[config.mk]
export PLATFORM = sky130hd
export DESIGN_NAME = least_laxity_task_scheduler
export DESIGN_NICKNAME = d
export VERILOG_FILES = /design/src/design/llts_pkg.sv /design/src/design/llts_div.sv /design/src/design/llts_ctrl.sv /design/src/design/llts_dp.sv /design/src/design/least_laxity_task_scheduler.sv
export SDC_FILE = /design/constraint.sdc
export NUM_CORES = 2
export LEC_CHECK = 0
export BUFFER_PORTS_ARGS = -buffer_cell sky130_fd_sc_hd__buf_2
export CORE_MARGIN = 2
export CORE_UTILIZATION = 57
export CTS_BUF_LIST = sky130_fd_sc_hd__clkbuf_16
export CTS_CLUSTER_DIAMETER = 60
export DETAILED_ROUTE_END_ITERATION = 7
export PLACE_DENSITY = 0.76
export SYNTH_ARGS = -nofsm -noshare
export SYNTH_HDL_FRONTEND = slang
export SYNTH_SLANG_ARGS = --single-unit
[constraint.sdc]
create_clock -name clk -period 10.9 [get_ports clk]
set_clock_uncertainty 0.05 [all_clocks]
set_input_delay 3.27 -clock clk [delete_from_list [all_inputs] [get_ports clk]]
set_output_delay 3.27 -clock clk [all_outputs]
set_load 0.03 [all_outputs]
[src/design/llts_pkg.sv]
// Shared types and constants for the least-laxity task scheduler.
// Used by the controller, the datapath and the top level; depends on nothing.
package llts_pkg;

  localparam int unsigned TIME_W = 32;
  localparam int unsigned FIELD_W = 16;
  localparam int unsigned IDX_IN_W = 3;
  localparam int unsigned MASK_W = 8;
  localparam int unsigned LAX_W = 18;
  localparam int unsigned IN_DATA_W = 72;
  localparam int unsigned OUT_DATA_W = 24;

  localparam logic CMD_LOAD = 1'b0;
  localparam logic CMD_TICK = 1'b1;

  typedef enum logic [2:0] {
    ST_IDLE,
    ST_EVAL,
    ST_DIV_D,
    ST_DIV_P,
    ST_APPLY,
    ST_FINISH
  } llts_state_t;

  typedef struct packed {
    logic load;
    logic tick_init;
    logic div_start;
    logic div_sel_p;
    logic latch_d;
    logic latch_p;
    logic apply;
    logic use_div;
    logic step;
    logic finish;
  } llts_cmd_t;

  typedef struct packed {
    logic need_div;
    logic last_idx;
    logic div_done;
    logic out_free;
  } llts_status_t;

endpackage

[src/design/llts_div.sv]
// Restoring remainder unit, one quotient bit per cycle.
// Depends on llts_pkg for the field widths.
module llts_div
  import llts_pkg::*;
(
  input  logic               clk,
  input  logic               rst,
  input  logic               start,
  input  logic [TIME_W-1:0]  dividend,
  input  logic [FIELD_W-1:0] divisor,
  output logic               done,
  output logic [FIELD_W-1:0] remainder
);

  localparam int unsigned CNT_W = $clog2(TIME_W + 1);

  logic [TIME_W-1:0]  quo;
  logic [FIELD_W-1:0] dvs;
  logic [CNT_W-1:0]   cnt;
  logic               busy;
  logic [FIELD_W:0]   shifted;
  logic [FIELD_W+1:0] diff;

  assign shifted = {remainder, quo[TIME_W-1]};
  assign diff = {1'b0, shifted} - {2'b00, dvs};

  always_ff @(posedge clk) begin
    if (rst) begin
      busy <= 1'b0;
      done <= 1'b0;
      cnt <= '0;
    end else begin
      done <= 1'b0;
      if (start) begin
        busy <= 1'b1;
        cnt <= CNT_W'(TIME_W);
      end else if (busy) begin
        cnt <= cnt - 1'b1;
        if (cnt == CNT_W'(1)) begin
          busy <= 1'b0;
          done <= 1'b1;
        end
      end
    end
  end

  always_ff @(posedge clk) begin
    if (start) begin
      remainder <= '0;
      quo <= dividend;
      dvs <= divisor;
    end else if (busy) begin
      quo <= {quo[TIME_W-2:0], 1'b0};
      if (diff[FIELD_W+1]) begin
        remainder <= shifted[FIELD_W-1:0];
      end else begin
        remainder <= diff[FIELD_W-1:0];
      end
    end
  end

endmodule

[src/design/llts_ctrl.sv]
// Sequencer of the scheduler: loads, the per-task walk of a tick and result hand-off.
// Depends on llts_pkg for the state, command and status types.
module llts_ctrl
  import llts_pkg::*;
(
  input  logic         clk,
  input  logic         rst,
  input  logic         in_valid,
  input  logic         in_cmd,
  output logic         in_ready,
  input  llts_status_t status,
  output llts_cmd_t    cmd
);

  llts_state_t state, state_next;

  always_ff @(posedge clk) begin
    if (rst) begin
      state <= ST_IDLE;
    end else begin
      state <= state_next;
    end
  end

  always_comb begin
    state_next = state;
    unique case (state)
      ST_IDLE: begin
        if (in_valid && in_cmd == CMD_TICK) state_next = ST_EVAL;
      end
      ST_EVAL: begin
        if (status.need_div) state_next = ST_DIV_D;
        else if (status.last_idx) state_next = ST_FINISH;
      end
      ST_DIV_D: begin
        if (status.div_done) state_next = ST_DIV_P;
      end
      ST_DIV_P: begin
        if (status.div_done) state_next = ST_APPLY;
      end
      ST_APPLY: begin
        state_next = status.last_idx ? ST_FINISH : ST_EVAL;
      end
      ST_FINISH: begin
        if (status.out_free) state_next = ST_IDLE;
      end
      default: state_next = ST_IDLE;
    endcase
  end

  always_comb begin
    cmd = '0;
    in_ready = 1'b0;
    unique case (state)
      ST_IDLE: begin
        in_ready = 1'b1;
        cmd.load = in_valid && in_cmd == CMD_LOAD;
        cmd.tick_init = in_valid && in_cmd == CMD_TICK;
      end
      ST_EVAL: begin
        if (status.need_div) begin
          cmd.div_start = 1'b1;
        end else begin
          cmd.apply = 1'b1;
          cmd.step = 1'b1;
        end
      end
      ST_DIV_D: begin
        if (status.div_done) begin
          cmd.latch_d = 1'b1;
          cmd.div_start = 1'b1;
          cmd.div_sel_p = 1'b1;
        end
      end
      ST_DIV_P: begin
        cmd.latch_p = status.div_done;
      end
      ST_APPLY: begin
        cmd.apply = 1'b1;
        cmd.use_div = 1'b1;
        cmd.step = 1'b1;
      end
      ST_FINISH: begin
        cmd.finish = status.out_free;
      end
      default: ;
    endcase
  end

endmodule

[src/design/llts_dp.sv]
// Datapath of the scheduler: task table, work left, phase trackers, selection, output register.
// Depends on llts_pkg and on the llts_div remainder unit.
module llts_dp
  import llts_pkg::*;
#(
  parameter int unsigned NUM_TASKS = 8
) (
  input  logic                  clk,
  input  logic                  rst,
  input  llts_cmd_t             cmd,
  output llts_status_t          status,
  input  logic [IN_DATA_W-1:0]  in_data,
  output logic                  out_valid,
  input  logic                  out_ready,
  output logic                  out_chosen,
  output logic [OUT_DATA_W-1:0] out_data
);

  localparam int unsigned IW = (NUM_TASKS > 1) ? $clog2(NUM_TASKS) : 1;

  logic [FIELD_W-1:0] st_tab [NUM_TASKS];
  logic [FIELD_W-1:0] dl_tab [NUM_TASKS];
  logic [FIELD_W-1:0] rp_tab [NUM_TASKS];
  logic [FIELD_W-1:0] wr_tab [NUM_TASKS];
  logic [FIELD_W-1:0] work_left [NUM_TASKS];
  logic [FIELD_W-1:0] ph_d [NUM_TASKS];
  logic [FIELD_W-1:0] ph_p [NUM_TASKS];
  logic [NUM_TASKS-1:0] synced;

  logic [TIME_W-1:0]  time_now;
  logic [IW-1:0]      idx;
  logic               found;
  logic [IW-1:0]      best;
  logic signed [LAX_W-1:0] best_lax;
  logic [MASK_W-1:0]  missed;
  logic [MASK_W-1:0]  released;
  logic [FIELD_W-1:0] rem_d;
  logic [FIELD_W-1:0] rem_p;

  logic [IDX_IN_W-1:0] ld_idx;
  logic                ld_ok;
  logic [FIELD_W-1:0]  cur_st, cur_dl, cur_rp, cur_wr, cur_wl;
  logic [TIME_W-1:0]   x;
  logic                active;
  logic [FIELD_W:0]    inc_d, inc_p;
  logic [FIELD_W-1:0]  fast_d, fast_p, pd, pp;
  logic [FIELD_W:0]    sum_w;
  logic [FIELD_W-1:0]  wnew;
  logic                rel, miss;
  logic signed [LAX_W-1:0] lax;
  logic                cand;
  logic                in_mask;
  logic                div_done;
  logic [FIELD_W-1:0]  div_rem;

  assign ld_idx = in_data[IDX_IN_W-1:0];
  assign ld_ok = 32'(ld_idx) < NUM_TASKS;

  assign cur_st = st_tab[idx];
  assign cur_dl = dl_tab[idx];
  assign cur_rp = rp_tab[idx];
  assign cur_wr = wr_tab[idx];
  assign cur_wl = work_left[idx];

  assign x = time_now - {{(TIME_W-FIELD_W){1'b0}}, cur_st};
  assign active = cur_dl != '0 && cur_rp != '0
                  && time_now >= {{(TIME_W-FIELD_W){1'b0}}, cur_st};

  assign inc_d = {1'b0, ph_d[idx]} + 1'b1;
  assign inc_p = {1'b0, ph_p[idx]} + 1'b1;
  assign fast_d = (x == '0 || inc_d == {1'b0, cur_dl}) ? '0 : inc_d[FIELD_W-1:0];
  assign fast_p = (x == '0 || inc_p == {1'b0, cur_rp}) ? '0 : inc_p[FIELD_W-1:0];
  assign pd = cmd.use_div ? rem_d : fast_d;
  assign pp = cmd.use_div ? rem_p : fast_p;

  assign miss = pd == '0 && cur_wl != '0;
  assign rel = pp == '0;
  assign sum_w = {1'b0, cur_wl} + {1'b0, cur_wr};
  assign wnew = !rel ? cur_wl : (sum_w[FIELD_W] ? '1 : sum_w[FIELD_W-1:0]);
  assign lax = $signed({2'b00, cur_dl}) - LAX_W'(1) - $signed({2'b00, pd})
               - $signed({2'b00, wnew});
  assign cand = active && wnew != '0;
  assign in_mask = 32'(idx) < MASK_W;

  assign status.need_div = active && !synced[idx] && x != '0;
  assign status.last_idx = 32'(idx) == NUM_TASKS - 1;
  assign status.div_done = div_done;
  assign status.out_free = !out_valid || out_ready;

  llts_div u_div (
    .clk       (clk),
    .rst       (rst),
    .start     (cmd.div_start),
    .dividend  (x),
    .divisor   (cmd.div_sel_p ? cur_rp : cur_dl),
    .done      (div_done),
    .remainder (div_rem)
  );

  always_ff @(posedge clk) begin
    if (rst) begin
      time_now <= '0;
      synced <= '0;
      out_valid <= 1'b0;
      for (int i = 0; i < NUM_TASKS; i++) begin
        st_tab[i] <= '0;
        dl_tab[i] <= '0;
        rp_tab[i] <= '0;
        wr_tab[i] <= '0;
        work_left[i] <= '0;
      end
    end else begin
      if (cmd.load && ld_ok) begin
        st_tab[IW'(ld_idx)] <= in_data[IDX_IN_W +: FIELD_W];
        dl_tab[IW'(ld_idx)] <= in_data[IDX_IN_W+FIELD_W +: FIELD_W];
        rp_tab[IW'(ld_idx)] <= in_data[IDX_IN_W+2*FIELD_W +: FIELD_W];
        wr_tab[IW'(ld_idx)] <= in_data[IDX_IN_W+3*FIELD_W +: FIELD_W];
        work_left[IW'(ld_idx)] <= '0;
        synced[IW'(ld_idx)] <= 1'b0;
      end
      if (cmd.apply) begin
        if (active) begin
          work_left[idx] <= wnew;
          synced[idx] <= 1'b1;
        end else begin
          synced[idx] <= 1'b0;
        end
      end
      if (cmd.finish) begin
        time_now <= time_now + 1'b1;
        if (found) work_left[best] <= work_left[best] - 1'b1;
        out_valid <= 1'b1;
      end else if (out_valid && out_ready) begin
        out_valid <= 1'b0;
      end
    end
  end

  always_ff @(posedge clk) begin
    if (cmd.latch_d) rem_d <= div_rem;
    if (cmd.latch_p) rem_p <= div_rem;
    if (cmd.tick_init) begin
      idx <= '0;
      found <= 1'b0;
      best <= '0;
      best_lax <= '0;
      missed <= '0;
      released <= '0;
    end
    if (cmd.step && !status.last_idx) idx <= idx + 1'b1;
    if (cmd.apply && active) begin
      ph_d[idx] <= pd;
      ph_p[idx] <= pp;
      if (in_mask && miss) missed[IDX_IN_W'(idx)] <= 1'b1;
      if (in_mask && rel) released[IDX_IN_W'(idx)] <= 1'b1;
      if (cand && (!found || lax < best_lax)) begin
        found <= 1'b1;
        best <= idx;
        best_lax <= lax;
      end
    end
    if (cmd.finish) begin
      out_chosen <= found;
      out_data <= {{(OUT_DATA_W-IDX_IN_W-2*MASK_W){1'b0}}, released, missed,
                   found ? IDX_IN_W'(best) : IDX_IN_W'(0)};
    end
  end

endmodule

[src/design/least_laxity_task_scheduler.sv]
// Top level of the least-laxity task scheduler: controller plus datapath.
// Depends on llts_pkg, llts_ctrl, llts_dp and llts_div.
//
// A load item gives no result. A tick item walks the task entries one per cycle
// while every active task's phase is tracked from the previous tick; a task seen
// for the first time after a load, or after a gap before its start, needs two
// 32-step remainder computations, which hold the walk at that task. Each tick
// gives one result item; a new item is taken once the result is registered.
module least_laxity_task_scheduler
  import llts_pkg::*;
#(
  parameter int unsigned NUM_TASKS = 8
) (
  input  logic                  clk,
  input  logic                  rst,
  input  logic                  s_axis_tvalid,
  output logic                  s_axis_tready,
  // task_index[2:0], start_time[18:3], deadline_period[34:19],
  // release_period[50:35], work_per_release[66:51], zero pad
  input  logic [IN_DATA_W-1:0]  s_axis_tdata,
  // command
  input  logic                  s_axis_tuser,
  output logic                  m_axis_tvalid,
  input  logic                  m_axis_tready,
  // chosen_task[2:0], missed_mask[10:3], released_mask[18:11], zero pad
  output logic [OUT_DATA_W-1:0] m_axis_tdata,
  // task_chosen
  output logic                  m_axis_tuser
);

  llts_cmd_t    cmd;
  llts_status_t status;

  llts_ctrl u_ctrl (
    .clk      (clk),
    .rst      (rst),
    .in_valid (s_axis_tvalid),
    .in_cmd   (s_axis_tuser),
    .in_ready (s_axis_tready),
    .status   (status),
    .cmd      (cmd)
  );

  llts_dp #(
    .NUM_TASKS (NUM_TASKS)
  ) u_dp (
    .clk        (clk),
    .rst        (rst),
    .cmd        (cmd),
    .status     (status),
    .in_data    (s_axis_tdata),
    .out_valid  (m_axis_tvalid),
    .out_ready  (m_axis_tready),
    .out_chosen (m_axis_tuser),
    .out_data   (m_axis_tdata)
  );

endmodule

After elaboration in Yosys (flattened, before gate mapping)
Memories as Yosys holds them, arrays and structs flattened. A register that Yosys moved wholly into a read port is not among the register bits. Cells that the tools add are included.

Flip-flop bits (word level): 209. Bits in writable memories: 896. Input bits: 77. Output and inout bits: 27. Logic and storage cells: 221. Memories: 7.

Memory list: u_dp.dl_tab (depth 8, width 16, read ports 1, clocked after Yosys merged registers in 1, write ports 8, RTL line llts_dp.sv:22) `logic [FIELD_W-1:0] dl_tab [NUM_TASKS];`; u_dp.ph_d (depth 8, width 16, read ports 1, clocked after Yosys merged registers in 1, write ports 1, RTL line llts_dp.sv:26) `logic [FIELD_W-1:0] ph_d [NUM_TASKS];`; u_dp.ph_p (depth 8, width 16, read ports 1, clocked after Yosys merged registers in 1, write ports 1, RTL line llts_dp.sv:27) `logic [FIELD_W-1:0] ph_p [NUM_TASKS];`; u_dp.rp_tab (depth 8, width 16, read ports 1, clocked after Yosys merged registers in 1, write ports 8, RTL line llts_dp.sv:23) `logic [FIELD_W-1:0] rp_tab [NUM_TASKS];`; u_dp.st_tab (depth 8, width 16, read ports 1, clocked after Yosys merged registers in 1, write ports 8, RTL line llts_dp.sv:21) `logic [FIELD_W-1:0] st_tab [NUM_TASKS];`; u_dp.work_left (depth 8, width 16, read ports 2, clocked after Yosys merged registers in 2, write ports 8, RTL line llts_dp.sv:25) `logic [FIELD_W-1:0] work_left [NUM_TASKS];`; +1 memories.

Add/subtract/negate cells: 12. Magnitude comparators: 6. Eq/ne operators: 14. Muxes and demuxes: 107. Bitwise logic cells: 9. Reductions and logical operators: 44.

Operators by type and width (count): 2-to-1 mux 16 bit (15); OR reduction 16 bit (7); 2-to-1 mux 3 bit (27); 2-to-1 mux 8 bit (10); 2-to-1 mux 32 bit (2); nonzero test 16 bit (4); 2-to-1 mux 18 bit (3); 2-to-1 mux 1 bit (40); subtractor 18 x 17 -> 18 bit (2); adder 16 x 1 -> 17 bit (second input constant) (2); == test 17 x 16 -> 1 bit (2); adder 32 x 1 -> 32 bit (second input constant) (1); greater-or-equal comparator 32 x 16 -> 1 bit (1); zero test 16 bit (2); zero test 32 bit (1); nonzero test 32 bit (1); subtractor 32 x 16 -> 32 bit (1); bitwise OR 8 bit (3); less-than comparator 18 bit (1); one-hot mux 3 bit (6 select lines) (1); subtractor 17 x 16 -> 18 bit (1); adder 16 x 16 -> 17 bit (1); subtractor 16 x 1 -> 17 bit (second input constant) (1); AND 8 bit (2); other kinds (26) (61).

Logic depth before layout (Yosys ltp)
Depth after elaboration: 13. Depth in mapped cells: 50. Mapped depth without buffers: 37.

Modules after synthesis
From an unflattened synthesis, not the netlist that was laid out.

Cells, all modules: 4062. Area, all modules: 55776.0 µm².

By module, submodules not included: llts_dp (instances 1, cells an instance 3691, area each 51722.1 µm², seq. area each 30199.0 µm²); llts_div (instances 1, cells an instance 324, area each 3709.8 µm², seq. area each 1921.8 µm²); llts_ctrl (instances 1, cells an instance 47, area each 344.1 µm², seq. area each 60.1 µm²).

Worst setup path before layout
No wires, ideal clock.

Kind: flip-flop to flip-flop. Start: register with a tool-made name. End: register u_dp.best_lax[10]. Arrival: 11482 ps. Data required time: 10729 ps. Setup slack: -753 ps. Cell stages (with the launch flop): 48. Buffers on the path: 13. Cell sequence: dfxtp_1 > buf_6 > buf_6 > buf_6 > buf_6 > buf_6 > buf_4 > buf_4 > buf_4 > buf_2 > clkbuf_1 > buf_1 > mux4_2 > nand2_1 > nand2_1 > ha_1 > nor2b_1 > o31ai_1 > [... 12 more ...] > a21o_1 > a21oi_1 > o21bai_1 > a21oi_1 > nor2b_1 > o21a_1 > o31a_1 > o21ai_0 > xnor2_1 > ha_1 > o211a_1 > a2111oi_0 > a211o_1 > a31oi_1 > nor4b_1 > a31o_2 > buf_6 > mux2_4.

RTL lines: to (signal assigned) (RTL line llts_dp.sv:159) `best_lax <= lax;`; to (decl) (RTL line llts_dp.sv:34) `logic signed [LAX_W-1:0] best_lax;`.

==> flow_metrics.tcl <==
set metrics [dict create \
    fin_crit_sh_pct 95.77 \
    drive_gt1_share_pct 17.40 \
    hold_class "reg2reg" \
    gp_congestion 0.9570 \
    die_area_um2 99660 \
    grt_pass1_vias 34830 \
    die_x_um 315.7 \
    power_leakage_nw 22.47 \
    arrival_ns 11.00 \
    drt_pass1_iterations 6 \
    htree_num_levels 3 \
    wl_per_cell_um 25.78 \
    post_cts_buffers 0 \
    tritoncts "built" \
    grt_pass1_wl_mm 213.0 \
    syn_inst 4059 \
    maxCapViolations 0 \
    die_h_um 315.7 \
    port_buffers 93 \
    coreArea_um2 96420 \
    grt_overflow_total 0 \
    hold_viol 0 \
    p_total_mw 14.26 \
    clock_latency_ns 0.75 \
    dp_hpwl_mm 85.52 \
    reg2reg_depth 37 \
    worstMarginPinSlew_ns 1.124 \
    utilization_pct 63.47 \
    area_delta_synth_final_pct 10.51 \
    grt_max_degree 69 \
    synth-edff-count 999 \
    tns_ns 0 \
    final_cell_mix "edfxtp_1, and2_1, mux4_2" \
    final_antenna_net_count 0 \
    crit_fanout 34 \
    r2r-end "u_dp.best_lax[17]" \
    status "complete, no violations" \
    relSlewSlack_pct 22.94 \
    p_per_area_nw_per_um2 233.0 \
    final_common_cell "edfxtp_1" \
    antenna_found_initial 17 \
    worst-r2r-setup-slack_ns 0.46 \
    yosys.cell_types.count 87 \
    drt-total-wl_mm 142.3 \
    cts_root_buffer "clkbuf_16" \
    drc_errors 0 \
    cp-end-kind "flop" \
    post-route-min-period_ns 10.44 \
    drt_iter0_drc 4226 \
    fin_nets 4328 \
    synthFlopType "edfxtp_1" \
    path_depth 37 \
    crit_path_max_incr_delay_ns 0.56 \
    crit_type "reg2reg" \
    cp_slowest_cell "mux4_2" \
    fp-row-count 114 \
    worstSetupEndpoint "u_dp.best_lax[17]" \
    rsz0062_at_grt "no" \
    ir_worst_vdd_mv 0.2143 \
    synth_area_um2 55380 \
    crit_buf_inv 5 \
    cts.repair.resized 0 \
    cts_sinks 1108 \
    syn_area_per_cell_um2 13.64 \
    vias 35280 \
    clkTransAtPathRegs_ns 0.07 \
    track_usage_pct 28.54 \
    worstPathRequired_ns 11.46 \
    start_kind "flop" \
    cp_top_family "compound AO/OA/AOI/OAI gates" \
    initial_core_util_pct 57.43 \
    slew_viol_final 0 \
    cts_buffers 113 \
    yosys_warnings 0 \
    avgViaCountPerCell 6.389 \
    fmax_mhz 95.80 \
    setup_viol 0 \
    io_pins 104 \
    ys_seq_area_share_pct 58.11 \
    ys_ff_latch 1108 \
    cts_buffer_depth 3 \
    synthArstFlopShare_pct 0 \
    cts_hold_buf 0 \
    cpMostUsedCell "ha_1" \
]
==> cell usage after synthesis (all sizes together) (9+ instances only) <==
master	number	share of area (%)
mux2	26	0.60
dfxtp	109	3.9
o21a	21	0.28
or2	9	0.10
nor4	155	1.8
mux2i	170	3.1
o211ai	17	0.23
nand3	71	0.64
clkbuf	156	1.1
or3	19	0.21
a22o	13	0.21
inv	146	0.99
nand4	28	0.32
nand2	238	1.6
and2	471	5.3
and3	85	0.96
o31ai	20	0.27
ha	91	2.1
xor2	79	1.2
a211oi	21	0.28
edfxtp	999	54
a22oi	32	0.46
buf	93	1.1
nor2	189	1.3
nor2b	26	0.29
nor3	61	0.56
o21ai	87	0.79
fa	19	0.69
mux4	260	11
xnor2	88	1.4
a21oi	80	0.74
a31oi	20	0.23
a21o	20	0.27
nand2b	12	0.14
a2111oi	9	0.14
==> how the worst min path moves through the flow <==
stage | from | to | slack [ns] | cells after the start
global placement | u_dp.missed[6] | u_dp.out_data[9] | 0.36 | 0
CTS | u_dp.missed[4] | u_dp.out_data[7] | 0.38 | 0
floorplan | u_dp.missed[7] | u_dp.out_data[10] | 0.36 | 0
detailed placement | u_dp.missed[4] | u_dp.out_data[7] | 0.37 | 0
finish | u_dp.missed[4] | u_dp.out_data[7] | 0.38 | 0
global route | u_dp.missed[6] | u_dp.out_data[9] | 0.40 | 0
==> layer usage <==
| metal | up-vias | GRT usage (%) | part of all wire (%) |
|---|---|---|---|
| met5 | - | 0 | 0.10 |
| met4 | 24 | 9.349 | 2.8 |
| met3 | 290 | 6.356 | 11 |
| met2 | 1802 | 44.94 | 47 |
| met1 | 17580 | 39.82 | 40 |
| li1 | 15580 | - | - |
==> sequential cells by signal, summed over array words and instances (netlist names), 19 cells and up, named ones only <==
register	cells
u_dp.ph_p	128
u_dp.wr_tab	128
u_dp.work_left	128
u_dp.out_data	19
u_dp.u_div.quo	32
u_dp.st_tab	128
u_dp.rp_tab	128
u_dp.dl_tab	128
u_dp.time_now	32
u_dp.ph_d	128
==> through the flow <==
step                cells  setup slack [ns]  instance area [µm²]  hold slack (ns)
finish               5521            0.4613                61200           0.3822
global route         5519           0.01583                61190           0.3977
CTS                  5516            0.4321                61150           0.3839
detailed placement   5301            0.5105                57500           0.3697
global placement     5301            0.6219                57500           0.3648
floorplan            4063           0.03134                55450           0.3581
==> where the power goes <==
part / leakage [nW] / switching, mW / internal (mW)
clock: 1.87 / 1.72 / 2.10
sequential: 10.7 / 0.132 / 4.94
combinational: 9.86 / 3.16 / 2.21
total: 22.5 / 5.01 / 9.25
==> area by class of cell <==
| type | instances | area, µm² |
|---|---|---|
| Antenna cell | 4 | 10.01 |
| Clock buffer | 113 | 2828 |
| Clock inverter | 102 | 824.5 |
| Fill cell | 7078 | 35230 |
| Inverter | 148 | 564.3 |
| Multi-Input combinational cell | 2558 | 21700 |
| Sequential cell | 1108 | 32190 |
| Tap cell | 1276 | 1597 |
| Timing Repair Buffer | 212 | 1483 |
==> logic make-up (layout without fill, tap and decap cells) <==
kind of cell             after synthesis  in the layout  share of synthesized area [%]
other                                  1              9                       0.006772
multiplexers                         456            456                          14.24
AO/OA/AOI/OAI                        409            409                          5.030
flip-flops                          1108           1108                          58.11
AND/OR/NAND/NOR                     1408           1408                          13.90
adder cells (fa/ha/maj)              110            110                          2.743
buffers and inverters                397            575                          3.202
XOR/XNOR                             170            170                          2.763
==> worst reg2reg max path, delay by kind of cell, from the launching register on <==
kind / cells / cell delay [ns]
AOI/OAI and AO/OA: 19 / 4.29
xor gates and xnor gates: 1 / 0.21
muxes: 4 / 1.54
DFF: 1 / 0.53
and+or+nand+nor: 4 / 1.16
adders and majority gates: 4 / 1.43
buffers and inverters: 5 / 1.12
No activity file was read; power rests on OpenSTA's default activity.
